--- src/rtl/core/assert_macros.svh ---
// ---------------------------------------------------------------------------
// assert_macros.svh
// concurrent assertion helpers shared by the splitter modules
// ---------------------------------------------------------------------------
`ifndef ASSERT_MACROS_SVH
`define ASSERT_MACROS_SVH

// checked on every rising edge outside reset
`define PBS_ASSERT(name, prop, msg) \
  name: assert property (@(posedge clk_i) disable iff (!rst_ni) (prop)) else $error(msg);

// checked on every rising edge, reset included
`define PBS_ASSERT_ALWAYS(name, prop, msg) \
  name: assert property (@(posedge clk_i) (prop)) else $error(msg);

`endif

--- src/rtl/core/pbs_pkg.sv ---
// ---------------------------------------------------------------------------
// pbs_pkg
// widths, constants and controller/datapath signal groups of the splitter
// ---------------------------------------------------------------------------
package pbs_pkg;

  localparam int ADDR_W     = 48;
  localparam int LEN_W      = 27;
  localparam int CFG_DATA_W = 64;
  localparam int PADDR_W    = 4;

  localparam int PAGE_BYTES = 2097152;
  localparam int PAGE_W     = $clog2(PAGE_BYTES);
  localparam int LEN_LIMIT  = 67108864;
  localparam int MAX_PIECES = 33;
  localparam int CNT_W      = $clog2(MAX_PIECES + 1);

  // register index, taken from paddr[3]
  localparam logic REG_BASE_VADDR = 1'b0;

  // controller to datapath
  typedef struct packed {
    logic load_single;  // command fits its page, pass it through
    logic load_first;   // first piece of a split command
    logic emit_page;    // whole middle page
    logic emit_last;    // remainder piece
  } pbs_ctrl_t;

  // datapath to controller
  typedef struct packed {
    logic cmd_fits;     // offset plus length stays inside the page
    logic cmd_bad;      // length above the legal range
    logic more_pages;   // more than a page still pending, piece cap not reached
    logic out_free;     // piece register empty or being taken
  } pbs_stat_t;

endpackage

--- src/rtl/core/pbs_intf.sv ---
// ---------------------------------------------------------------------------
// pbs_intf
// valid/ready channels for write commands and emitted pieces
// ---------------------------------------------------------------------------
interface pbs_cmd_if
  import pbs_pkg::*;
();
  logic              valid;
  logic              ready;
  logic [ADDR_W-1:0] cmd_addr;
  logic [LEN_W-1:0]  cmd_len;

  modport source (output valid, cmd_addr, cmd_len, input ready);
  modport sink   (input valid, cmd_addr, cmd_len, output ready);
endinterface

interface pbs_piece_if
  import pbs_pkg::*;
();
  logic              valid;
  logic              ready;
  logic [ADDR_W-1:0] piece_addr;
  logic [LEN_W-1:0]  piece_len;
  logic              piece_last;

  modport source (output valid, piece_addr, piece_len, piece_last, input ready);
  modport sink   (input valid, piece_addr, piece_len, piece_last, output ready);
endinterface

--- src/rtl/core/pbs_ctrl.sv ---
// ---------------------------------------------------------------------------
// pbs_ctrl
// state machine sequencing pass-through and split requests
// ---------------------------------------------------------------------------
`include "assert_macros.svh"

module pbs_ctrl
  import pbs_pkg::*;
(
  input  logic      clk_i,
  input  logic      rst_ni,
  input  logic      cmd_valid_i,
  output logic      cmd_ready_o,
  input  pbs_stat_t stat_i,
  output pbs_ctrl_t ctrl_o
);

  typedef enum logic [1:0] {
    ST_IDLE  = 2'b01,
    ST_SPLIT = 2'b10
  } state_e;

  state_e state_q, state_d;
  logic   accept;

  assign cmd_ready_o = (state_q == ST_IDLE) && stat_i.out_free;
  assign accept      = cmd_valid_i && cmd_ready_o;

  always_comb begin
    state_d = state_q;
    ctrl_o  = '0;
    unique case (state_q)
      ST_IDLE: begin
        if (accept && !stat_i.cmd_bad) begin
          if (stat_i.cmd_fits) begin
            ctrl_o.load_single = 1'b1;
          end else begin
            ctrl_o.load_first = 1'b1;
            state_d           = ST_SPLIT;
          end
        end
      end
      ST_SPLIT: begin
        if (stat_i.out_free) begin
          if (stat_i.more_pages) begin
            ctrl_o.emit_page = 1'b1;
          end else begin
            ctrl_o.emit_last = 1'b1;
            state_d          = ST_IDLE;
          end
        end
      end
      default: state_d = ST_IDLE;
    endcase
  end

  always_ff @(posedge clk_i or negedge rst_ni) begin
    if (!rst_ni) begin
      state_q <= ST_IDLE;
    end else begin
      state_q <= state_d;
    end
  end

  `PBS_ASSERT(a_one_cmd_at_a_time, $onehot0(ctrl_o), "more than one datapath command")
  `PBS_ASSERT(a_split_ends_idle, ctrl_o.emit_last |=> state_q == ST_IDLE && cmd_ready_o == stat_i.out_free, "split did not return to idle")
  `PBS_ASSERT(a_no_accept_in_split, state_q == ST_SPLIT |-> !(cmd_valid_i && cmd_ready_o), "request taken while splitting")

endmodule

--- src/rtl/core/pbs_dpath.sv ---
// ---------------------------------------------------------------------------
// pbs_dpath
// page offset arithmetic, pending remainder and piece output register
// ---------------------------------------------------------------------------
`include "assert_macros.svh"

module pbs_dpath
  import pbs_pkg::*;
(
  input  logic              clk_i,
  input  logic              rst_ni,
  input  logic [ADDR_W-1:0] cmd_addr_i,
  input  logic [LEN_W-1:0]  cmd_len_i,
  input  logic [ADDR_W-1:0] base_vaddr_i,
  input  pbs_ctrl_t         ctrl_i,
  output pbs_stat_t         stat_o,
  output logic              piece_valid_o,
  input  logic              piece_ready_i,
  output logic [ADDR_W-1:0] piece_addr_o,
  output logic [LEN_W-1:0]  piece_len_o,
  output logic              piece_last_o
);

  logic [PAGE_W-1:0] offset;
  logic [LEN_W-1:0]  first_len;
  logic [LEN_W:0]    end_sum;

  logic              out_valid_q, out_valid_d;
  logic [ADDR_W-1:0] out_addr_q, out_addr_d;
  logic [LEN_W-1:0]  out_len_q, out_len_d;
  logic              out_last_q, out_last_d;
  logic [ADDR_W-1:0] pend_addr_q, pend_addr_d;
  logic [LEN_W-1:0]  pend_len_q, pend_len_d;
  logic [CNT_W-1:0]  cnt_q, cnt_d;

  // only the low page bits of (addr - base) matter
  assign offset    = cmd_addr_i[PAGE_W-1:0] - base_vaddr_i[PAGE_W-1:0];
  assign first_len = LEN_W'(PAGE_BYTES) - LEN_W'(offset);
  assign end_sum   = {1'b0, cmd_len_i} + (LEN_W+1)'(offset);

  assign stat_o.cmd_fits   = end_sum <= (LEN_W+1)'(PAGE_BYTES);
  assign stat_o.cmd_bad    = cmd_len_i > LEN_W'(LEN_LIMIT);
  assign stat_o.more_pages = (pend_len_q > LEN_W'(PAGE_BYTES))
                          && (cnt_q < CNT_W'(MAX_PIECES - 1));
  assign stat_o.out_free   = !out_valid_q || piece_ready_i;

  always_comb begin
    out_addr_d  = out_addr_q;
    out_len_d   = out_len_q;
    out_last_d  = out_last_q;
    pend_addr_d = pend_addr_q;
    pend_len_d  = pend_len_q;
    cnt_d       = cnt_q;
    out_valid_d = out_valid_q && !piece_ready_i;
    if (ctrl_i.load_single) begin
      out_addr_d  = cmd_addr_i;
      out_len_d   = cmd_len_i;
      out_last_d  = 1'b1;
      out_valid_d = 1'b1;
    end
    if (ctrl_i.load_first) begin
      out_addr_d  = cmd_addr_i;
      out_len_d   = first_len;
      out_last_d  = 1'b0;
      out_valid_d = 1'b1;
      pend_addr_d = cmd_addr_i + ADDR_W'(first_len);
      pend_len_d  = cmd_len_i - first_len;
      cnt_d       = CNT_W'(1);
    end
    if (ctrl_i.emit_page) begin
      out_addr_d  = pend_addr_q;
      out_len_d   = LEN_W'(PAGE_BYTES);
      out_last_d  = 1'b0;
      out_valid_d = 1'b1;
      pend_addr_d = pend_addr_q + ADDR_W'(PAGE_BYTES);
      pend_len_d  = pend_len_q - LEN_W'(PAGE_BYTES);
      cnt_d       = cnt_q + CNT_W'(1);
    end
    if (ctrl_i.emit_last) begin
      out_addr_d  = pend_addr_q;
      out_len_d   = pend_len_q;
      out_last_d  = 1'b1;
      out_valid_d = 1'b1;
      cnt_d       = '0;
    end
  end

  always_ff @(posedge clk_i or negedge rst_ni) begin
    if (!rst_ni) begin
      out_valid_q <= 1'b0;
      cnt_q       <= '0;
    end else begin
      out_valid_q <= out_valid_d;
      cnt_q       <= cnt_d;
    end
  end

  always_ff @(posedge clk_i) begin
    out_addr_q  <= out_addr_d;
    out_len_q   <= out_len_d;
    out_last_q  <= out_last_d;
    pend_addr_q <= pend_addr_d;
    pend_len_q  <= pend_len_d;
  end

  assign piece_valid_o = out_valid_q;
  assign piece_addr_o  = out_addr_q;
  assign piece_len_o   = out_len_q;
  assign piece_last_o  = out_last_q;

  `PBS_ASSERT(a_cnt_bounded, cnt_q <= CNT_W'(MAX_PIECES), "piece count over limit")
  `PBS_ASSERT(a_inner_piece_len, out_valid_q && !out_last_q |-> out_len_q <= LEN_W'(PAGE_BYTES) && out_len_q != '0, "inner piece length out of page")

endmodule

--- src/rtl/core/page_boundary_command_splitter.sv ---
// ---------------------------------------------------------------------------
// page_boundary_command_splitter
// splits write requests so that no piece crosses a page boundary
// ---------------------------------------------------------------------------
//
//   channel   dir  handshake        payload
//   cmd_i     in   valid / ready    cmd_addr[47:0], cmd_len[26:0]
//   piece_o   out  valid / ready    piece_addr[47:0], piece_len[26:0], piece_last
//   apb       in   psel / penable   paddr[3:0], pwdata[63:0], prdata[63:0]
//
// a request that fits its page is taken and shown in the next cycle; such
//   requests stream at one per cycle while piece_o is ready
// a split request holds cmd_i off until its last piece is loaded: the
//   sequencer drives one piece per cycle into the single piece register
//   while piece_o is ready, and the next request can then be taken
// a request with length above 2^26 is taken and dropped, no piece
// piece_o stalls hold the piece register and, through it, the sequencer
// reset is asynchronous, active low; base_vaddr resets to zero
// ---------------------------------------------------------------------------
module page_boundary_command_splitter
  import pbs_pkg::*;
(
  input  logic                  clk_i,
  input  logic                  rst_ni,
  pbs_cmd_if.sink               cmd_i,
  pbs_piece_if.source           piece_o,
  input  logic                  psel,
  input  logic                  penable,
  input  logic                  pwrite,
  input  logic [PADDR_W-1:0]    paddr,
  input  logic [CFG_DATA_W-1:0] pwdata,
  output logic [CFG_DATA_W-1:0] prdata,
  output logic                  pready
);

  logic [ADDR_W-1:0] base_vaddr_q;
  logic              reg_we;
  pbs_ctrl_t         ctrl;
  pbs_stat_t         stat;
  logic              cmd_ready;

  // config register, 8-byte slot at offset 0
  assign pready = 1'b1;
  assign reg_we = psel && penable && pwrite && (paddr[3] == REG_BASE_VADDR);

  always_ff @(posedge clk_i or negedge rst_ni) begin
    if (!rst_ni) begin
      base_vaddr_q <= '0;
    end else if (reg_we) begin
      base_vaddr_q <= pwdata[ADDR_W-1:0];
    end
  end

  // unmapped slot reads zero
  assign prdata = (paddr[3] == REG_BASE_VADDR)
                ? CFG_DATA_W'(base_vaddr_q) : '0;

  // sequencer: idle / splitting
  pbs_ctrl u_ctrl (
    .clk_i       (clk_i),
    .rst_ni      (rst_ni),
    .cmd_valid_i (cmd_i.valid),
    .cmd_ready_o (cmd_ready),
    .stat_i      (stat),
    .ctrl_o      (ctrl)
  );

  assign cmd_i.ready = cmd_ready;

  // offset math, pending remainder, piece register
  pbs_dpath u_dpath (
    .clk_i         (clk_i),
    .rst_ni        (rst_ni),
    .cmd_addr_i    (cmd_i.cmd_addr),
    .cmd_len_i     (cmd_i.cmd_len),
    .base_vaddr_i  (base_vaddr_q),
    .ctrl_i        (ctrl),
    .stat_o        (stat),
    .piece_valid_o (piece_o.valid),
    .piece_ready_i (piece_o.ready),
    .piece_addr_o  (piece_o.piece_addr),
    .piece_len_o   (piece_o.piece_len),
    .piece_last_o  (piece_o.piece_last)
  );

endmodule

--- src/flat_wrapper.sv ---
// flat-port wrapper written by rule: the top's interface ports become plain ports
module page_boundary_command_splitter_flat import pbs_pkg::*;
  (clk_i, rst_ni, psel, penable, pwrite, paddr, pwdata, prdata, pready, cmd_i_valid, cmd_i_cmd_addr, cmd_i_cmd_len, cmd_i_ready, piece_o_valid, piece_o_piece_addr, piece_o_piece_len, piece_o_piece_last, piece_o_ready);
  pbs_cmd_if cmd_i_i ();
  pbs_piece_if piece_o_i ();
  input  logic clk_i;
  input  logic rst_ni;
  input  logic psel;
  input  logic penable;
  input  logic pwrite;
  input  logic [PADDR_W-1:0] paddr;
  input  logic [CFG_DATA_W-1:0] pwdata;
  output logic [CFG_DATA_W-1:0] prdata;
  output logic pready;
  input wire logic [$bits(cmd_i_i.valid)-1:0] cmd_i_valid;
  input wire logic [$bits(cmd_i_i.cmd_addr)-1:0] cmd_i_cmd_addr;
  input wire logic [$bits(cmd_i_i.cmd_len)-1:0] cmd_i_cmd_len;
  output wire logic [$bits(cmd_i_i.ready)-1:0] cmd_i_ready;
  output wire logic [$bits(piece_o_i.valid)-1:0] piece_o_valid;
  output wire logic [$bits(piece_o_i.piece_addr)-1:0] piece_o_piece_addr;
  output wire logic [$bits(piece_o_i.piece_len)-1:0] piece_o_piece_len;
  output wire logic [$bits(piece_o_i.piece_last)-1:0] piece_o_piece_last;
  input wire logic [$bits(piece_o_i.ready)-1:0] piece_o_ready;
  assign cmd_i_i.valid = cmd_i_valid;
  assign cmd_i_i.cmd_addr = cmd_i_cmd_addr;
  assign cmd_i_i.cmd_len = cmd_i_cmd_len;
  assign cmd_i_ready = cmd_i_i.ready;
  assign piece_o_valid = piece_o_i.valid;
  assign piece_o_piece_addr = piece_o_i.piece_addr;
  assign piece_o_piece_len = piece_o_i.piece_len;
  assign piece_o_piece_last = piece_o_i.piece_last;
  assign piece_o_i.ready = piece_o_ready;
  page_boundary_command_splitter u_core (.clk_i(clk_i), .rst_ni(rst_ni), .cmd_i(cmd_i_i), .piece_o(piece_o_i), .psel(psel), .penable(penable), .pwrite(pwrite), .paddr(paddr), .pwdata(pwdata), .prdata(prdata), .pready(pready));
endmodule
--- config.mk ---
export PLATFORM = sky130hd
export DESIGN_NAME = page_boundary_command_splitter_flat
export DESIGN_NICKNAME = d
export VERILOG_FILES = /design/src/rtl/core/pbs_pkg.sv /design/src/rtl/core/pbs_intf.sv /design/src/rtl/core/pbs_ctrl.sv /design/src/rtl/core/pbs_dpath.sv /design/src/rtl/core/page_boundary_command_splitter.sv /design/src/flat_wrapper.sv
export VERILOG_INCLUDE_DIRS = /design/src /design/src/rtl/core
export SDC_FILE = /design/constraint.sdc
export NUM_CORES = 1
export LEC_CHECK = 0
export ABC_AREA = 1
export BUFFER_PORTS_ARGS = -buffer_cell sky130_fd_sc_hd__clkbuf_2
export CELL_PAD_IN_SITES_DETAIL_PLACEMENT = 1
export CELL_PAD_IN_SITES_GLOBAL_PLACEMENT = 2
export CORE_AREA = 2 2 190 285
export DETAILED_ROUTE_END_ITERATION = 6
export DIE_AREA = 0 0 192 287
export GPL_TIMING_DRIVEN = 0
export PLACE_DENSITY = 0.82
export REMOVE_ABC_BUFFERS = 1
export SYNTH_ARGS = -nofsm -noshare
export SYNTH_HDL_FRONTEND = slang
export SYNTH_SLANG_ARGS = --single-unit
--- constraint.sdc ---
create_clock -name clk_i -period 5.2 [get_ports clk_i]
set_clock_uncertainty 0.1 [all_clocks]
set_input_delay 0.26 -clock clk_i [delete_from_list [all_inputs] [get_ports clk_i]]
set_output_delay 0.26 -clock clk_i [all_outputs]
set_load 0.02 [all_outputs]
==> impl_metrics.csv <==
group,metric,value,unit
global_route,busiest_layer,"met2",
cts,clk_pin_slew,0.06,ns
setup_path,regToRegSetupSlack,0.26,ns
drt,wl_per_cell,18.57,µm
placement,dp_hpwl,50540,µm
placement,portBuffers,256,
setup_path,worst-path-buf-inv,2,
setup_path,arrival,5.11,ns
logic_synthesis,synth_compound_gate_area_share,0.08710,
drt,firstDrtPassIters,5,
floorplanning,start_util,0.3177,
logic_synthesis,synth_cell_types,53,
setup_path,cp_slowest_cell,"dfrtp_1",
floorplanning,ioPinCount,293,
logic_synthesis,async_flop_share,0.2740,
global_route,grt_pass1_vias,18040,
setup_path,critPathCaptureType,"flop",
setup_path,cp.required,5.36,ns
global_route,grtUsageMet3,0.02393,
logic_synthesis,synthCells,2407,
pwr,p_total,8357,µW
status,status,"finished clean",
setup_path,crit_top_cell,"nand2_1",
cts,clk_latency,0.56,ns
hold_path,min_path_type,"in -> reg",
logic_synthesis,muxShareOfSynthArea,0,
drt,wirelength,63900,µm
finish,seq_area,0.005952,mm²
logic_synthesis,yosys_register_bits,208,
logic_synthesis,ys_seq_area_frac,0.3563,
global_route,grt_overflow,0,
cts,numCtsBuffers,24,
drt,vias_per_cell,4.902,
finish,drive_gt1_frac,0.1664,
placement,place_congestion,0.9123,
logic_synthesis,yosys_warnings,0,
pwr,peakVddDrop,246.8,µV
finish,nets,2986,
cts,htree_levels,1,
global_route,grt_max_degree,68,
sta,setup_violations,0,
sta,max_freq,0.2023,GHz
floorplanning,die_area,0.05510,mm²
global_route,grt_usage,0.2292,
sta,layout_min_cycle_time,4.943,ns
cts,clockBufferDepth,3,
global_route,grt_pass1_wl,98480,µm
logic_synthesis,synthFlopType,"edfxtp_1",
logic_synthesis,synth_top_family_by_area,"simple AND/OR/NAND/NOR gates",
sta,fin_crit_sh,0.9507,
floorplanning,rows,103,
finish,design_area,0.02085,mm²
global_route,antenna_found_initial,2,
logic_synthesis,synthAdderAreaFrac,0.07295,
floorplanning,fp.dieW,192,µm
setup_path,path_delay_family,"simple AND/OR/NAND/NOR gates",
run,maxCapViolCount,0,
drt,drt_iter0_drc,583,
setup_path,worstSetupPathType,"reg -> reg",
sta,slew_viol_final,0,
logic_synthesis,synthSimpleGateAreaFrac,0.3337,
logic_synthesis,syn_avg_cell_area,6.941,µm²
pwr,leakagePower,0.01035,µW
floorplanning,core,0.05258,mm²
sta,slew_headroom,0.2198,
setup_path,max_stage_delay,0.38,ns
drt,ant_nets,0,
global_route,grt.met1_usage,0.2538,
cts,cts_tree,"built",
sta,rsz0062_at_grt,"true",
cts,clock_tree.root_cell,"clkbuf_16",
drt,via_count,16870,
finish,multi_input_area,0.009445,mm²
finish,fill_cells,6666,
setup_path,start_kind,"flop",
floorplanning,die_h,287,µm
sta,max_slew.worst_pin.slew,1.160,ns
setup_path,cp_max_fo,6,
pwr,powerDensity,400.9,mW/mm²
global_route,grt_use_met2,0.4441,
cts,cts.sinks,208,
placement,dpl_cell_area,0.01885,mm²
logic_synthesis,synthXorXnorAreaFrac,0.04336,
logic_synthesis,synth_area,0.01671,mm²
logic_synthesis,synth_edf_count,150,
drt,drcViolationCount,0,
sta,finalHoldViolCount,0,
finish,area_growth,24.79,%
[final cells by class]
type,instances,share of cell area
Antenna cell,1,0.0001200
Clock buffer,32,0.03073
Clock inverter,11,0.004141
Inverter,377,0.06800
Multi-Input combinational cell,1771,0.4531
Sequential cell,208,0.2855
Tap cell,682,0.04093
Timing Repair Buffer,359,0.1175
[cells by family (layout without fill, tap and decap cells)]
logic type | count (synthesis) | count (layout)
buf+inv | 444 | 779
xor+xnor | 81 | 81
fa+ha+maj | 95 | 95
other cells | 2 | 18
flops | 208 | 208
simple gates | 1300 | 1301
compound gates | 277 | 277
[what timing repair did]
item,4_1_cts,5_1_grt
setup buffers,2,8
resized for setup,16,71
cloned,0,2
pin swaps,1,6
endpoints found under the setup margin,88,107
hold buffers,79,0
endpoints found under the hold margin,134,0
[sequential cells by signal, indices dropped and copies added, names as in the netlist]
name / flops
u_core.base_vaddr_q: 48
u_core.u_ctrl.state_q: 2
u_core.u_dpath.piece_addr_o: 48
u_core.u_dpath.piece_valid_o: 1
u_core.u_dpath.piece_len_o: 27
u_core.u_dpath.piece_last_o: 1
u_core.u_dpath.cnt_q: 6
u_core.u_dpath.pend_len_q: 27
u_core.u_dpath.pend_addr_q: 48
[synthesized netlist by cell type, types with 3 or more instances]
master | instances | area [µm²]
xnor2_1 | 12 | 105.1
nor2_2 | 9 | 56.30
buf_6 | 4 | 45.04
clkbuf_1 | 37 | 138.9
o21bai_1 | 8 | 60.06
nand3b_1 | 8 | 60.06
and2_1 | 3 | 18.77
inv_2 | 13 | 48.80
a21oi_1 | 141 | 705.7
edfxtp_1 | 150 | 4504
buf_2 | 4 | 20.02
nor3_1 | 35 | 175.2
xor2_1 | 67 | 586.8
nand3_1 | 144 | 720.7
ha_1 | 91 | 1139
dfrtp_1 | 56 | 1401
nand4_1 | 53 | 331.6
nand2_2 | 17 | 106.4
fa_1 | 4 | 80.08
nand2_1 | 741 | 2781
o31ai_1 | 3 | 22.52
nor4_1 | 20 | 125.1
nand3_2 | 7 | 70.07
o22ai_1 | 7 | 43.79
a31oi_1 | 4 | 25.02
inv_1 | 363 | 1363
or2_2 | 14 | 87.58
a21o_1 | 3 | 22.52
nor2_4 | 6 | 67.56
o21a_1 | 5 | 37.54
o21ai_0 | 101 | 505.5
nor2_1 | 234 | 878.3
buf_4 | 18 | 135.1
[layer usage]
| layer | share of wire | up-vias |
|---|---|---|
| met5 | 0.00020 | - |
| met3 | 0.035 | 112 |
| met1 | 0.39 | 8009 |
| met2 | 0.53 | 344 |
| met4 | 0.037 | 2 |
| li1 | - | 8400 |
[metrics by stage]
step	setup WS (ns)	util	cells	hold slack, ns	TNS (ns)
after global placement	-8.766	0.3526	3293	0.3864	-1436.59
final	0.2565	0.3965	3441	0.002033	0
after CTS	-0.1221	0.3895	3430	0.0007510	-0.3195
after floorplan	-1.922	-	2355	-0.1356	-179.37
after detailed placement	-0.8175	0.3584	3306	0.1198	-35.15
after global routing	-0.03083	0.3965	3441	0.03771	-0.09363
[tightest hold or removal path, stage by stage]
cell and delay, ns:
clkbuf_2 0.12, nand2_1 0.05, o21ai_0 0.08
[power by group]
group | switching, µW | total, µW | internal [µW]
Combinational | 3010 | 4470 | 1460
Sequential | 105 | 2260 | 2160
Clock | 707 | 1620 | 912
[layout by cell type, fill, tap and decap left out, types with 10 or more instances in the layout]
cell type,count
buf_4,10
conb_1,17
inv_1,359
xor2_1,66
nand4_1,53
nor2_1,214
dlygate4sd3_1,79
nor2_4,11
nand2_2,25
a21oi_1,134
inv_2,16
nor2_2,24
nor3_1,30
nand3_1,140
xnor2_1,11
nor4_1,20
clkbuf_16,25
clkbuf_2,255
ha_1,75
dfrtp_1,56
nand2_1,730
or2_2,14
edfxtp_1,150
o21ai_0,96
[final timing paths]
path                                                   endpoint  depth (start not counted)               startpoint
worst max-delay path             u_core.u_dpath.pend_addr_q[36]                         27   u_core.base_vaddr_q[0]
worst min-delay path            u_core.u_dpath.piece_addr_o[44]                          3       cmd_i_cmd_addr[44]
worst max register to register   u_core.u_dpath.pend_addr_q[36]                         27   u_core.base_vaddr_q[0]
worst min register to register          u_core.base_vaddr_q[31]                          2  u_core.base_vaddr_q[31]
max in group asynchronous              u_core.u_ctrl.state_q[0]                          3                   rst_ni
min in group asynchronous               u_core.base_vaddr_q[41]                          2                   rst_ni
Note: power is estimated with default switching activity, not from simulation.
